## config.mk

```make
export PLATFORM = sky130hd
export DESIGN_NAME = debug_packet_deframer
export DESIGN_NICKNAME = d
export VERILOG_FILES = /design/src/hdl/dpd_pkg.sv /design/src/hdl/debug_packet_deframer.sv /design/src/hdl/dpd_core.sv
export VERILOG_INCLUDE_DIRS = /design/src /design/src/hdl
export SDC_FILE = /design/constraint.sdc
export NUM_CORES = 1
export LEC_CHECK = 0
export BUFFER_PORTS_ARGS = -buffer_cell sky130_fd_sc_hd__buf_2
export CAP_MARGIN = 5
export CORE_MARGIN = 5
export CORE_UTILIZATION = 61
export CTS_CLUSTER_SIZE = 30
export DETAILED_ROUTE_END_ITERATION = 8
export GPL_TIMING_DRIVEN = 1
export PLACE_DENSITY = 0.86
export SLEW_MARGIN = 0
export SYNTH_ARGS = -nofsm -noshare
export SYNTH_HDL_FRONTEND = slang
export SYNTH_SLANG_ARGS = --single-unit
```

## constraint.sdc

```tcl
create_clock -name clk -period 4.1 [get_ports clk]
set_input_delay 0 -clock clk [delete_from_list [all_inputs] [get_ports clk]]
set_output_delay 0 -clock clk [all_outputs]
set_load 0.03 [all_outputs]
```

## src/hdl/assert_macros.svh

```systemverilog
// Assertion macros shared by the packet deframer RTL.
// Defining NO_ASSERTIONS removes every check and leaves empty bodies.
`ifndef ASSERT_MACROS_SVH
`define ASSERT_MACROS_SVH
`ifndef NO_ASSERTIONS
// Check a property on every rising clock edge, held off during reset.
`define DPD_ASSERT(lbl, prop) \
    lbl: assert property (@(posedge clk) disable iff (!rst_n) prop) \
        else $error("deframer assertion failed");
// Check that a condition never holds on a rising clock edge outside reset.
`define DPD_NEVER(lbl, cond) \
    lbl: assert property (@(posedge clk) disable iff (!rst_n) !(cond)) \
        else $error("deframer forbidden condition seen");
`else
`define DPD_ASSERT(lbl, prop)
`define DPD_NEVER(lbl, cond)
`endif
`endif

```

## src/hdl/dpd_pkg.sv

```systemverilog
// Types, character codes and the hex digit decoder for the packet deframer.
// No dependencies; used by dpd_core and debug_packet_deframer.
package dpd_pkg;

    // Parser phases
    typedef enum logic [2:0] {
        PH_IDLE    = 3'd0,
        PH_PAYLOAD = 3'd1,
        PH_CK_HIGH = 3'd2,
        PH_CK_LOW  = 3'd3,
        PH_DISCARD = 3'd4
    } phase_t;

    // Reported events
    typedef enum logic [2:0] {
        EV_NONE     = 3'd0,
        EV_RETRY    = 3'd1,
        EV_OVERFLOW = 3'd2,
        EV_CKERR    = 3'd3,
        EV_READY    = 3'd4
    } event_t;

    // Framing characters
    localparam logic [7:0] CH_START = 8'h24;  // '$'
    localparam logic [7:0] CH_HASH  = 8'h23;  // '#'
    localparam logic [7:0] CH_NAK   = 8'h2d;  // '-'

    // Hex digit ranges
    localparam logic [7:0] CH_DIG0  = 8'h30;
    localparam logic [7:0] CH_DIG9  = 8'h39;
    localparam logic [7:0] CH_LOWA  = 8'h61;
    localparam logic [7:0] CH_LOWF  = 8'h66;
    localparam logic [7:0] CH_UPA   = 8'h41;
    localparam logic [7:0] CH_UPF   = 8'h46;

    // One result transaction
    typedef struct packed {
        event_t      event_res;
        logic        stored;
        logic [7:0]  payload_index;
        logic [7:0]  payload_byte;
        logic [8:0]  payload_length;
    } result_t;

    // Decoded hex digit
    typedef struct packed {
        logic       ok;
        logic [3:0] val;
    } hex_t;

    function automatic hex_t hex_decode(input logic [7:0] c);
        hex_t h;
        h.ok  = 1'b1;
        h.val = 4'd0;
        if (c >= CH_DIG0 && c <= CH_DIG9)
        begin
            h.val = 4'(c - CH_DIG0);
        end
        else if (c >= CH_LOWA && c <= CH_LOWF)
        begin
            h.val = 4'(c - CH_LOWA + 8'd10);
        end
        else if (c >= CH_UPA && c <= CH_UPF)
        begin
            h.val = 4'(c - CH_UPA + 8'd10);
        end
        else
        begin
            h.ok = 1'b0;
        end
        return h;
    endfunction

endpackage

```

## src/hdl/debug_packet_deframer.sv

```systemverilog
// Top level of the packet deframer: handshake and result register.
// Depends on dpd_pkg, dpd_core and assert_macros.svh.
//
// Takes one received byte per transaction and returns exactly one result per
// byte, in the clock after it is accepted. A byte can be accepted in every clock
// cycle: the parser state updates in the cycle of acceptance and the result
// sits in a one-entry output register. in_stall rises only while that
// register holds a result and out_stall is high; a result taken in the same
// cycle frees room for the next byte at once. Payload bytes are echoed with
// their index; the block keeps no copy of the payload.
`include "assert_macros.svh"
module debug_packet_deframer #(
    parameter int CAPACITY = 256
) (
    input  logic        clk,
    input  logic        rst_n,
    input  logic        in_valid,
    output logic        in_stall,
    input  logic [7:0]  rx_byte,
    output logic        out_valid,
    input  logic        out_stall,
    output logic [2:0]  event_res,
    output logic        stored,
    output logic [7:0]  payload_index,
    output logic [7:0]  payload_byte,
    output logic [8:0]  payload_length
);
    import dpd_pkg::*;

    logic     advance;
    logic     out_valid_reg, out_valid_next;
    result_t  res_calc;
    result_t  res_reg;

    // Accept while the result register is empty or draining
    assign in_stall = out_valid_reg && out_stall;
    assign advance  = in_valid && !in_stall;

    dpd_core #(
        .CAPACITY (CAPACITY)
    ) u_core (
        .clk     (clk),
        .rst_n   (rst_n),
        .advance (advance),
        .rx_byte (rx_byte),
        .res     (res_calc)
    );

    // Hold the result until taken
    assign out_valid_next = advance || (out_valid_reg && out_stall);

    always_ff @(posedge clk or negedge rst_n)
    begin
        if (!rst_n)
            out_valid_reg <= 1'b0;
        else
            out_valid_reg <= out_valid_next;
    end

    always_ff @(posedge clk)
    begin
        if (advance)
            res_reg <= res_calc;
    end

    assign out_valid      = out_valid_reg;
    assign event_res      = res_reg.event_res;
    assign stored         = res_reg.stored;
    assign payload_index  = res_reg.payload_index;
    assign payload_byte   = res_reg.payload_byte;
    assign payload_length = res_reg.payload_length;

    `DPD_ASSERT(a_accept_gives_result, advance |=> out_valid_reg)
    `DPD_ASSERT(a_stall_holds_result,
        out_valid_reg && out_stall |=> out_valid_reg && $stable(res_reg))
    `DPD_NEVER(a_no_accept_when_full, advance && out_valid_reg && out_stall)

endmodule

```

## src/hdl/dpd_core.sv

```systemverilog
// Parser state machine of the packet deframer: phase, count and checksums.
// Depends on dpd_pkg and assert_macros.svh.
`include "assert_macros.svh"
module dpd_core #(
    parameter int CAPACITY = 256
) (
    input  logic              clk,
    input  logic              rst_n,
    input  logic              advance,
    input  logic [7:0]        rx_byte,
    output dpd_pkg::result_t  res
);
    import dpd_pkg::*;

    localparam int CNT_W = $clog2(CAPACITY + 1);
    localparam int EXT_W = (CNT_W > 9) ? CNT_W : 9;
    localparam logic [CNT_W-1:0] CAP_CNT = CNT_W'(CAPACITY);

    phase_t             phase_reg, phase_next;
    logic [CNT_W-1:0]   count_reg, count_next;
    logic [7:0]         sum_reg, sum_next;
    logic [3:0]         ck_hi_reg, ck_hi_next;
    logic               ovf_reg, ovf_next;
    hex_t               digit;
    logic [EXT_W-1:0]   idx_ext, len_ext;

    assign digit = hex_decode(rx_byte);

    // Next state
    always_comb
    begin
        phase_next = phase_reg;
        count_next = count_reg;
        sum_next   = sum_reg;
        ck_hi_next = ck_hi_reg;
        ovf_next   = ovf_reg;
        if (rx_byte == CH_START)
        begin
            phase_next = PH_PAYLOAD;
            count_next = '0;
            sum_next   = '0;
            ck_hi_next = '0;
            ovf_next   = 1'b0;
        end
        else
        begin
            unique case (phase_reg)
                PH_IDLE:
                begin
                    phase_next = PH_IDLE;
                end
                PH_PAYLOAD:
                begin
                    if (rx_byte == CH_HASH)
                    begin
                        phase_next = PH_CK_HIGH;
                    end
                    else if (count_reg >= CAP_CNT)
                    begin
                        phase_next = PH_DISCARD;
                        ovf_next   = 1'b1;
                    end
                    else
                    begin
                        count_next = count_reg + 1'b1;
                        sum_next   = sum_reg + rx_byte;
                    end
                end
                PH_CK_HIGH:
                begin
                    if (digit.ok)
                    begin
                        ck_hi_next = digit.val;
                        phase_next = PH_CK_LOW;
                    end
                    else
                    begin
                        phase_next = PH_IDLE;
                    end
                end
                PH_CK_LOW:
                begin
                    phase_next = PH_IDLE;
                end
                default:
                begin
                    phase_next = phase_reg;
                end
            endcase
        end
    end

    // Widen counts so the low bits can be taken at any capacity
    assign idx_ext = EXT_W'(count_reg);
    assign len_ext = EXT_W'(count_next);

    // Outputs
    always_comb
    begin
        res.event_res      = EV_NONE;
        res.stored         = 1'b0;
        res.payload_index  = 8'd0;
        res.payload_byte   = 8'd0;
        res.payload_length = len_ext[8:0];
        if (rx_byte != CH_START)
        begin
            unique case (phase_reg)
                PH_IDLE:
                begin
                    if (rx_byte == CH_NAK)
                        res.event_res = EV_RETRY;
                end
                PH_PAYLOAD:
                begin
                    if (rx_byte != CH_HASH)
                    begin
                        if (count_reg >= CAP_CNT)
                        begin
                            res.event_res = EV_OVERFLOW;
                        end
                        else
                        begin
                            res.stored        = 1'b1;
                            res.payload_index = idx_ext[7:0];
                            res.payload_byte  = rx_byte;
                        end
                    end
                end
                PH_CK_HIGH:
                begin
                    if (!digit.ok)
                        res.event_res = EV_CKERR;
                end
                PH_CK_LOW:
                begin
                    if (digit.ok && {ck_hi_reg, digit.val} == sum_reg)
                        res.event_res = EV_READY;
                    else
                        res.event_res = EV_CKERR;
                end
                default:
                begin
                    res.event_res = EV_NONE;
                end
            endcase
        end
    end

    // Advance the parser on each accepted byte
    always_ff @(posedge clk or negedge rst_n)
    begin
        if (!rst_n)
        begin
            phase_reg <= PH_IDLE;
            count_reg <= '0;
            sum_reg   <= '0;
            ck_hi_reg <= '0;
            ovf_reg   <= 1'b0;
        end
        else if (advance)
        begin
            phase_reg <= phase_next;
            count_reg <= count_next;
            sum_reg   <= sum_next;
            ck_hi_reg <= ck_hi_next;
            ovf_reg   <= ovf_next;
        end
    end

    `DPD_ASSERT(a_count_bound, count_reg <= CAP_CNT)
    `DPD_ASSERT(a_ovf_discard, ovf_reg == (phase_reg == PH_DISCARD))
    `DPD_ASSERT(a_stored_payload, advance && res.stored |-> phase_reg == PH_PAYLOAD)
    `DPD_ASSERT(a_start_clears,
        advance && rx_byte == CH_START |=> phase_reg == PH_PAYLOAD && count_reg == '0)
    `DPD_ASSERT(a_ready_idle,
        advance && res.event_res == EV_READY |=> phase_reg == PH_IDLE)

endmodule

```

* After elaboration in Yosys (flattened, before gate mapping) *
Cells that the tools add are included.

operators by class
  bitwise logic cells = 3
  multiplexer cells = 29
  add/subtract/negate cells = 7
  equality and inequality tests = 12
  reductions and logical operators = 19
  $lt $le $gt $ge = 7

operator list
  operator                                                                          count
  9-bit 2-to-1 mux                                                                  4
  8-bit 2-to-1 mux                                                                  4
  8-bit by 6-bit == test with 1-bit output, second input constant                   3
  4-bit 2-to-1 mux                                                                  6
  19-bit 2-to-1 mux                                                                 1
  17-bit 2-to-1 mux                                                                 1
  8-bit by 7-bit >= comparator with 1-bit output, second input constant             2
  8-bit by 7-bit less-or-equal comparator with 1-bit output, second input constant  2
  8-bit by 6-bit != test with 1-bit output, second input constant                   2
  3-bit 2-to-1 mux                                                                  4
  3-bit one-hot mux with 4 select lines                                             1
  4-bit by 1-bit subtractor with 4-bit output, second input constant                3
  9-bit by 1-bit adder with 9-bit output, second input constant                     1
  9-bit >= comparator, second input constant                                        1
  3-bit one-hot mux with 3 select lines                                             1
  3-bit AND reduction                                                               3
  4-bit adder, second input constant                                                2
  8-bit adder                                                                       1
  8-bit == test                                                                     1
  8-bit by 6-bit >= comparator with 1-bit output, second input constant             1
  8-bit by 6-bit less-or-equal comparator with 1-bit output, second input constant  1
  3-bit by 2-bit == test with 1-bit output, second input constant                   2
  1-bit logical AND                                                                 6
  2-bit 2-to-1 mux                                                                  3
  other kinds (13)                                                                  21

storage, ports and cells
  input bits = 12
  bits in registers = 54
  logic and storage cells = 87
  output and inout bits = 31

* Logic depth before layout (Yosys ltp) *
Gate-level depths: netlist of run 1.

  depth after elaboration = 9
  depth in mapped cells = 9
  mapped depth without buffers = 9

* By module *
From an unflattened synthesis of run 1, not the netlist that was laid out.

second synthesis, totals
  cell total of the unflattened synthesis = 288
  area total of the unflattened synthesis = 3,144.3 um^2

modules (own cells, without submodules)
  module                 cells an instance  instances  seq. area each (um^2)  area an instance (um^2)
  dpd_core               255                1          600.6                  2,223.4
  debug_packet_deframer  33                 1          895.9                  920.9

* Worst setup path after synthesis of run 1 *
Ideal clock, no wire load.

  path type = reg-to-reg
  start = register out_valid_reg, in the netlist out_valid
  end = register u_core.count_reg[1]
  library setup time = 0.122 ns
  buffers on the path = 1
  arrival = 2.612 ns
  setup slack = 1.366 ns
  cell stages (with the launch flop) = 7
  required time = 3.978 ns
  clock period less this slack = 2.734 ns
  cell sequence = dfrtp_1 -> nand2_1 -> nand2_1 -> inv_1 -> clkbuf_1 -> o21ai_1 -> a22o_1

between the ends
  cells in the longest elaborated chain, start to end = 3

ends and longest elaborated chain
  element                 RTL line                     text
  start, declared         debug_packet_deframer.sv:31  logic out_valid_reg, out_valid_next;
  start signal, assigned  debug_packet_deframer.sv:57  out_valid_reg <= out_valid_next;
  1-bit logical AND       debug_packet_deframer.sv:36  assign in_stall = out_valid_reg && out_stall;
  1-bit logical NOT       debug_packet_deframer.sv:37  assign advance = in_valid && !in_stall;
  1-bit logical AND       debug_packet_deframer.sv:37
  named net advance       debug_packet_deframer.sv:30  logic advance;
  end signal, assigned    dpd_core.sv:163              count_reg <= count_next;
  end, declared           dpd_core.sv:20               logic [CNT_W-1:0] count_reg, count_next;

The timed path passes the listed nets, and every way through them passes these cells.
A chain may end at the register's enable or synchronous reset.

* Final worst setup path of run 1 *
  start = register u_core.phase_reg[2]
  end = register u_core.count_reg[7]

between the ends
  cells in the longest elaborated chain, start to end = 3

ends and longest elaborated chain
  element                                   RTL line         text
  start, declared                           dpd_core.sv:19   phase_t phase_reg, phase_next;
  start signal, assigned                    dpd_core.sv:162  phase_reg <= phase_next;
  3-bit by 1-bit == test with 1-bit output  dpd_core.sv:47   unique case (phase_reg)
  9-bit 2-to-1 mux                          dpd_core.sv:47
  9-bit 2-to-1 mux                          dpd_core.sv:37   if (rx_byte == CH_START)

No other way between the ends.

==> reports/qor.yml, run 1 <==
run_status:
  outcome: "completed"
worst_setup_path:
  r2r_setup_slack_ps: 1550
  crit_arrival_ps: 2780
  cp-endpoint: "u_core.count_reg[7]"
  r2r_end: "u_core.count_reg[7]"
  startpoint: "u_core.phase_reg[2]"
  r2r_start: "u_core.phase_reg[2]"
  path_class: "flip-flop to flip-flop"
  reg2reg_depth: 5
  crit_required_ps: 4330
  path_max_fanout: 10
  worst_setup_path_start_kind: "flip-flop"
  cp-end-kind: "flip-flop"
yosys:
  synthesis.area_um2: 2960
  yosys_warnings: 0
  synthTopCellsByCount: "edfxtp_1 (29), dfrtp_1 (25), nand2_1 (24), nor2_1 (23), o21ai_0 (18)"
  yosys.cell_count.top_type: "edfxtp_1"
  synth-async-reset-ratio_pct: 46.3
  synth_area_leaders: "edfxtp_1 (29%), dfrtp_1 (21%), ha_1 (5.1%)"
  yosysUniqueCellTypes: 51
  avgSynthCellArea_um2: 10.6
  ys_ff_latch: 54
  synth_ff_type: "edfxtp_1"
  ys_seq_area_share_pct: 50.6
  synth_top_area_share_pct: 29.5
  syn-num-nets: 303
  synthCells: 278
  synth_top_cell_by_area: "edfxtp_1"
  synth_edf_count: 29
power:
  p_sw_share_pct: 27.4
  clock_power_share_pct: 27.1
  powerDensity_nw_per_um2: 319
  vdd_drop_max_v: 0.000166
  p_seq_share_pct: 57.7
  p_leak_nw: 1.38
  p_sw_w: 0.000292
  pwr-share-comb_pct: 15.2
  total_power_w: 0.00107
  p_int_w: 0.000774
die:
  die_height_um: 79.6
  die_x_um: 79.6
  core_area_um2: 4720
  start_util_pct: 62.6
  die-area_um2: 6340
  top_level_ports: 43
  rows: 25
clocking:
  numCtsBuffers: 5
  ctsResizeCount: 0
  cts_setup_buffers: 0
  path_clk_slew_ps: 100
  clkLatencyLatePin_ps: 310
  clockBufferDepth: 2
  hold_buffers: 3
  clock_sink_count: 54
  cts_max_level: 2
  cts_tree: "yes"
  clockRootBuffer: "clkbuf_8"
sta:
  finalHoldViolations: 0
  finalCritPeriodShare_pct: 62.2
  hold_slack_ps: 51.6
  period_needed_ps: 2550
  skew_ps: 7.16
  tightest_slew_ps: 817
  fin_tns_setup_ps: 0
  rsz0062_at_grt: "false"
  slew_headroom_pct: 45.4
  max_freq_mhz: 392
  maxSlewViolCount: 0
  finalSetupViolations: 0
global_routing:
  grt_pass1_wl_um: 10500
  antenna_found_initial: 0
  grt-ovfl-total: 0
  grt_max_degree: 40
  grt_pass1_vias: 2211
  track_usage_pct: 21.4
detailed_routing:
  drt_first_pass_iters: 5
  drc: 0
  vias_per_cell: 5.98
  drt_wl_total_um: 6460
  ant_nets: 0
  wl_per_cell_um: 16.4
  via_count: 2357
  drtIter0Drc: 230
cells_and_area:
  fill_cells: 344
  drive_gt1_share_pct: 17.4
  multi_input_area_um2: 1370
  seqCellArea_um2: 1500
  diodes: 0
  syn2layout_area_growth_pct: 13.0
  nNetsFinal: 351
flow_run:
  cap_violations: 0
place:
  dpl.hpwl_um: 4670
  place.gp.congestion: 0.928
  port_buffers: 42
min_path:
  hold_class: "input pin to flip-flop"
cell usage in the layout (no fill, tap or decap), types with 3 or more instances in the layout:
cell type and instances:
a21o_1 4, a21oi_1 11, a22o_1 4, and2_1 12, and3_1 3, buf_2 42
clkbuf_8 5, dfrtp_1 25, dlygate4sd3_1 3, edfxtp_1 29, ha_1 12, inv_1 13
mux2i_1 3, nand2_1 24, nand2b_1 4, nand3_1 4, nand4_1 5, nor2_1 23
nor2b_1 4, nor3_1 9, nor3b_1 4, o21ai_0 18, o31ai_1 5, or3_1 5
xnor2_1 11, xor2_1 6
critical path, cell delays in order (launching register included):
cell,delay [ps]
dfrtp_1,500
or4b_4,650
a31oi_4,360
or4b_4,540
or3_1,350
o21ai_0,80
power groups by stage:
| stage | Clock, W | Sequential, W | Combinational, W |
|---|---|---|---|
| 2_1_floorplan | 0 | 0.000652 | 0.0000824 |
| 3_3_place_gp | 0 | 0.000626 | 0.000153 |
| 3_5_place_dp | 0 | 0.000627 | 0.000158 |
| 4_1_cts | 0.000289 | 0.000615 | 0.000162 |
| 5_1_grt | 0.000319 | 0.000618 | 0.000176 |
| 6_report | 0.000289 | 0.000616 | 0.000162 |
layout make-up:
type | instances | area share (%)
clock buffer | 7 | 2.28
clock inverter | 1 | 0.225
multi-input combinational | 205 | 41.1
inverter | 13 | 1.46
timing repair buffer | 47 | 7.64
tap | 67 | 2.51
sequential | 54 | 44.8
kinds of logic (layout without fill, tap and decap cells):
logic type	after synthesis	in the layout	synth area share (%)
compound gates	63	63	14.8
xor+xnor	17	17	5.04
fa+ha+maj	13	13	5.76
buf+inv	19	68	2.92
flops	54	54	50.6
mux	3	3	1.02
simple gates	109	109	19.8
per-stage QoR:
stage          instances  cell area (um^2)  utilization [%]  setup slack (ps)
2_1_floorplan        278              2960                -              1370
3_3_place_gp         383              3230             68.3              1620
3_5_place_dp         383              3230             68.3              1570
4_1_cts              394              3340             70.8              1580
5_1_grt              394              3340             70.8              1470
6_report             394              3340             70.8              1550
metal layers:
metal	global-route usage, %	share of wire, %
met5	0	0
met1	29.3	43
met3	4.74	6.8
met2	33.1	48
met4	8.42	2.2
how the worst min path moves through the flow:
| stage | end | slack, ps | startpoint | cells past startpoint |
|---|---|---|---|---|
| 2_1_floorplan | out_valid | -300 | rst_n | 0 |
| 3_3_place_gp | u_core.sum_reg[6] | 30 | rst_n | 1 |
| 3_5_place_dp | u_core.sum_reg[6] | 30 | rst_n | 1 |
| 4_1_cts | payload_byte[5] | 50 | rx_byte[5] | 2 |
| 5_1_grt | payload_byte[5] | 50 | rx_byte[5] | 2 |
| 6_report | payload_byte[5] | 50 | rx_byte[5] | 2 |
(Power assumes the default switching activity.)
==> run 2: changes to the inputs <==
--- a/config.mk
+++ b/config.mk
@@ -9,11 +9,11 @@
 export BUFFER_PORTS_ARGS = -buffer_cell sky130_fd_sc_hd__buf_2
 export CAP_MARGIN = 5
 export CORE_MARGIN = 5
-export CORE_UTILIZATION = 61
+export CORE_UTILIZATION = 57
 export CTS_CLUSTER_SIZE = 30
 export DETAILED_ROUTE_END_ITERATION = 8
 export GPL_TIMING_DRIVEN = 1
-export PLACE_DENSITY = 0.86
+export PLACE_DENSITY = 0.82
 export SLEW_MARGIN = 0
 export SYNTH_ARGS = -nofsm -noshare
 export SYNTH_HDL_FRONTEND = slang
==> constraint.sdc (replaced) <==
create_clock -name clk -period 2.4 [get_ports clk]
set_input_delay 0 -clock clk [delete_from_list [all_inputs] [get_ports clk]]
set_output_delay 0 -clock clk [all_outputs]
set_load 0.03 [all_outputs]
==> reports/qor.yml, run 2 (same netlist as run 1, synthesis figures left out) <==
global_routing:
  grt_pass1_wl_um: 10500  # about the same
  antenna_found_initial: 0  # unchanged
  track_usage_pct: 20.7  # was 21.4%
  grt_max_degree: 27  # was 40
  grt-ovfl-total: 0  # unchanged
  grt_pass1_vias: 2204  # was 2211
clocking:
  path_clk_slew_ps: 100  # about the same
  numCtsBuffers: 5  # unchanged
  cts_tree: "yes"  # unchanged
  clockBufferDepth: 2  # unchanged
  clkLatencyLatePin_ps: 310  # about the same
  cts_setup_buffers: 0  # unchanged
  clock_sink_count: 54  # unchanged
  clockRootBuffer: "clkbuf_8"  # unchanged
  cts_max_level: 2  # unchanged
die:
  rows: 26  # was 25
  core_area_um2: 5070  # was 4720 um^2
  start_util_pct: 58.3  # was 62.6%
  die_x_um: 82.0  # was 79.6 um
  die-area_um2: 6730  # was 6340 um^2
  top_level_ports: 43  # unchanged
  die_height_um: 82.0  # was 79.6 um
worst_setup_path:
  path_class: "flip-flop to flip-flop"  # unchanged
  cp-end-kind: "flip-flop"  # unchanged
  worst_setup_path_start_kind: "flip-flop"  # unchanged
  path_max_fanout: 4  # was 10
  r2r_setup_slack_ps: 100  # was 1550 ps
  crit_arrival_ps: 2540  # was 2780 ps
  crit_required_ps: 2640  # was 4330 ps
cells_and_area:
  final_common_cell: "buf_2"  # unchanged
  nNetsFinal: 371  # was 351
  syn2layout_area_growth_pct: 18.4  # was 13.0%
  final_cells: 417  # was 394
  drive_gt1_share_pct: 22.5  # was 17.4%
  diodes: 0  # unchanged
  layout_common_cells: "buf_2 (42), edfxtp_1 (29), dfrtp_1 (25), nand2_1 (24), nor2_1 (23)"  # unchanged
  design_area_um2: 3500  # was 3340 um^2
sta:
  fin_tns_setup_ps: 0  # unchanged
  tightest_slew_ps: 859  # was 817 ps
  skew_ps: 13.3  # was 7.16 ps
  finalCritPeriodShare_pct: 95.8  # was 62.2%
  maxSlewViolCount: 0  # unchanged
  finalSetupViolations: 0  # unchanged
  rsz0062_at_grt: "false"  # unchanged
  max_freq_mhz: 435  # was 392 MHz
  hold_slack_ps: 38.5  # was 51.6 ps
  period_needed_ps: 2300  # was 2550 ps
  slew_headroom_pct: 42.4  # was 45.4%
  finalHoldViolations: 0  # unchanged
place:
  dp_cells: 406  # was 383
  dpl.hpwl_um: 4850  # was 4670 um
  place.gp.congestion: 0.898  # was 0.928
  port_buffers: 42  # unchanged
  dpl-instance-area_um2: 3380  # was 3230 um^2
power:
  p_leak_nw: 1.48  # was 1.38 nW
  vdd_drop_max_v: 0.000269  # was 0.000166 V
  total_power_w: 0.00182  # was 0.00107 W
  powerDensity_nw_per_um2: 521  # was 319 nW/um^2
detailed_routing:
  drc: 0  # unchanged
  ant_nets: 0  # unchanged
  wl_per_cell_um: 15.4  # was 16.4 um
  drt_wl_total_um: 6440  # was 6460 um
  vias_per_cell: 5.70  # was 5.98
  via_count: 2377  # was 2357
  drt_first_pass_iters: 4  # was 5
  drtIter0Drc: 138  # was 230
min_path:
  hold_class: "input pin to flip-flop"  # unchanged
run_status:
  outcome: "completed"  # unchanged
flow_run:
  cap_violations: 0  # unchanged
-- run 2: cell count changes in the layout (fill, tap and decap cells not counted) --
cell / previous run / this run
a2111oi_1: 0 / 1
buf_4: 2 / 22
clkinv_4: 0 / 1
clkinvlp_4: 1 / 0
clkinv_2: 0 / 1
clkbuf_1: 2 / 1
a2111oi_0: 1 / 0
-- run 2: through the flow --
stage	utilization (%)	setup WS [ps]
2_1_floorplan	-	36.2
3_3_place_gp	66.6	51.8
3_5_place_dp	66.6	-11.4
4_1_cts	68.9	62.1
5_1_grt	69.0	4.97
6_report	69.0	101
-- run 2: final timing paths --
kind                                       end  cells past startpoint                start
hold reg to reg            u_core.ck_hi_reg[3]                      2  u_core.ck_hi_reg[3]
setup reg to reg             u_core.sum_reg[7]                      8    u_core.sum_reg[2]
max in group asynchronous  u_core.count_reg[8]                      2                rst_n
min in group asynchronous    u_core.sum_reg[2]                      2                rst_n
hold / removal                 payload_byte[5]                      2           rx_byte[5]
setup / recovery             u_core.sum_reg[7]                      8    u_core.sum_reg[2]
-- run 2: final cells by class --
type,instances,area [um^2]
inverters,13,48.8
flip-flops and latches,54,1500
repair buffers,67,405
multi-input cells,205,1380
fillers,401,1580
clock buffers,6,72.6
well taps,70,87.6
clock inverters,2,13.8
-- run 2: worst max-delay path: stages, from the launching register on --
cell       delay, ps
dfrtp_1          430
ha_1             340
and3_1           200
a2111oi_1        430
buf_4            190
a21oi_1           80
mux2i_1          140
or3_1            320
nand3_1           90
-- run 2: layer usage --
| metal | up-vias | track usage [%] | share of wire (%) |
|---|---|---|---|
| li1 | 1155 | - | - |
| met5 | - | 0 | 0 |
| met1 | 1114 | 24.8 | 40 |
| met4 | 0 | 9.63 | 3.5 |
| met2 | 89 | 35.9 | 50 |
| met3 | 19 | 3.73 | 6.3 |
-- run 2: timing repair --
action,in CTS,in global routing
setup endpoints to repair,0,1
endpoints found under the hold margin,26,0
hold buffers,3,0
resized for setup,0,1
-- run 2: where the power goes --
part | leakage, nW | internal (W) | total, W | switching, W
Combinational | 0.836 | 0.000107 | 0.000289 | 0.000182
Sequential | 0.603 | 0.00102 | 0.00105 | 0.0000277
Clock | 0.0452 | 0.000206 | 0.000486 | 0.000280
Total | 1.48 | 0.00133 | 0.00182 | 0.000490
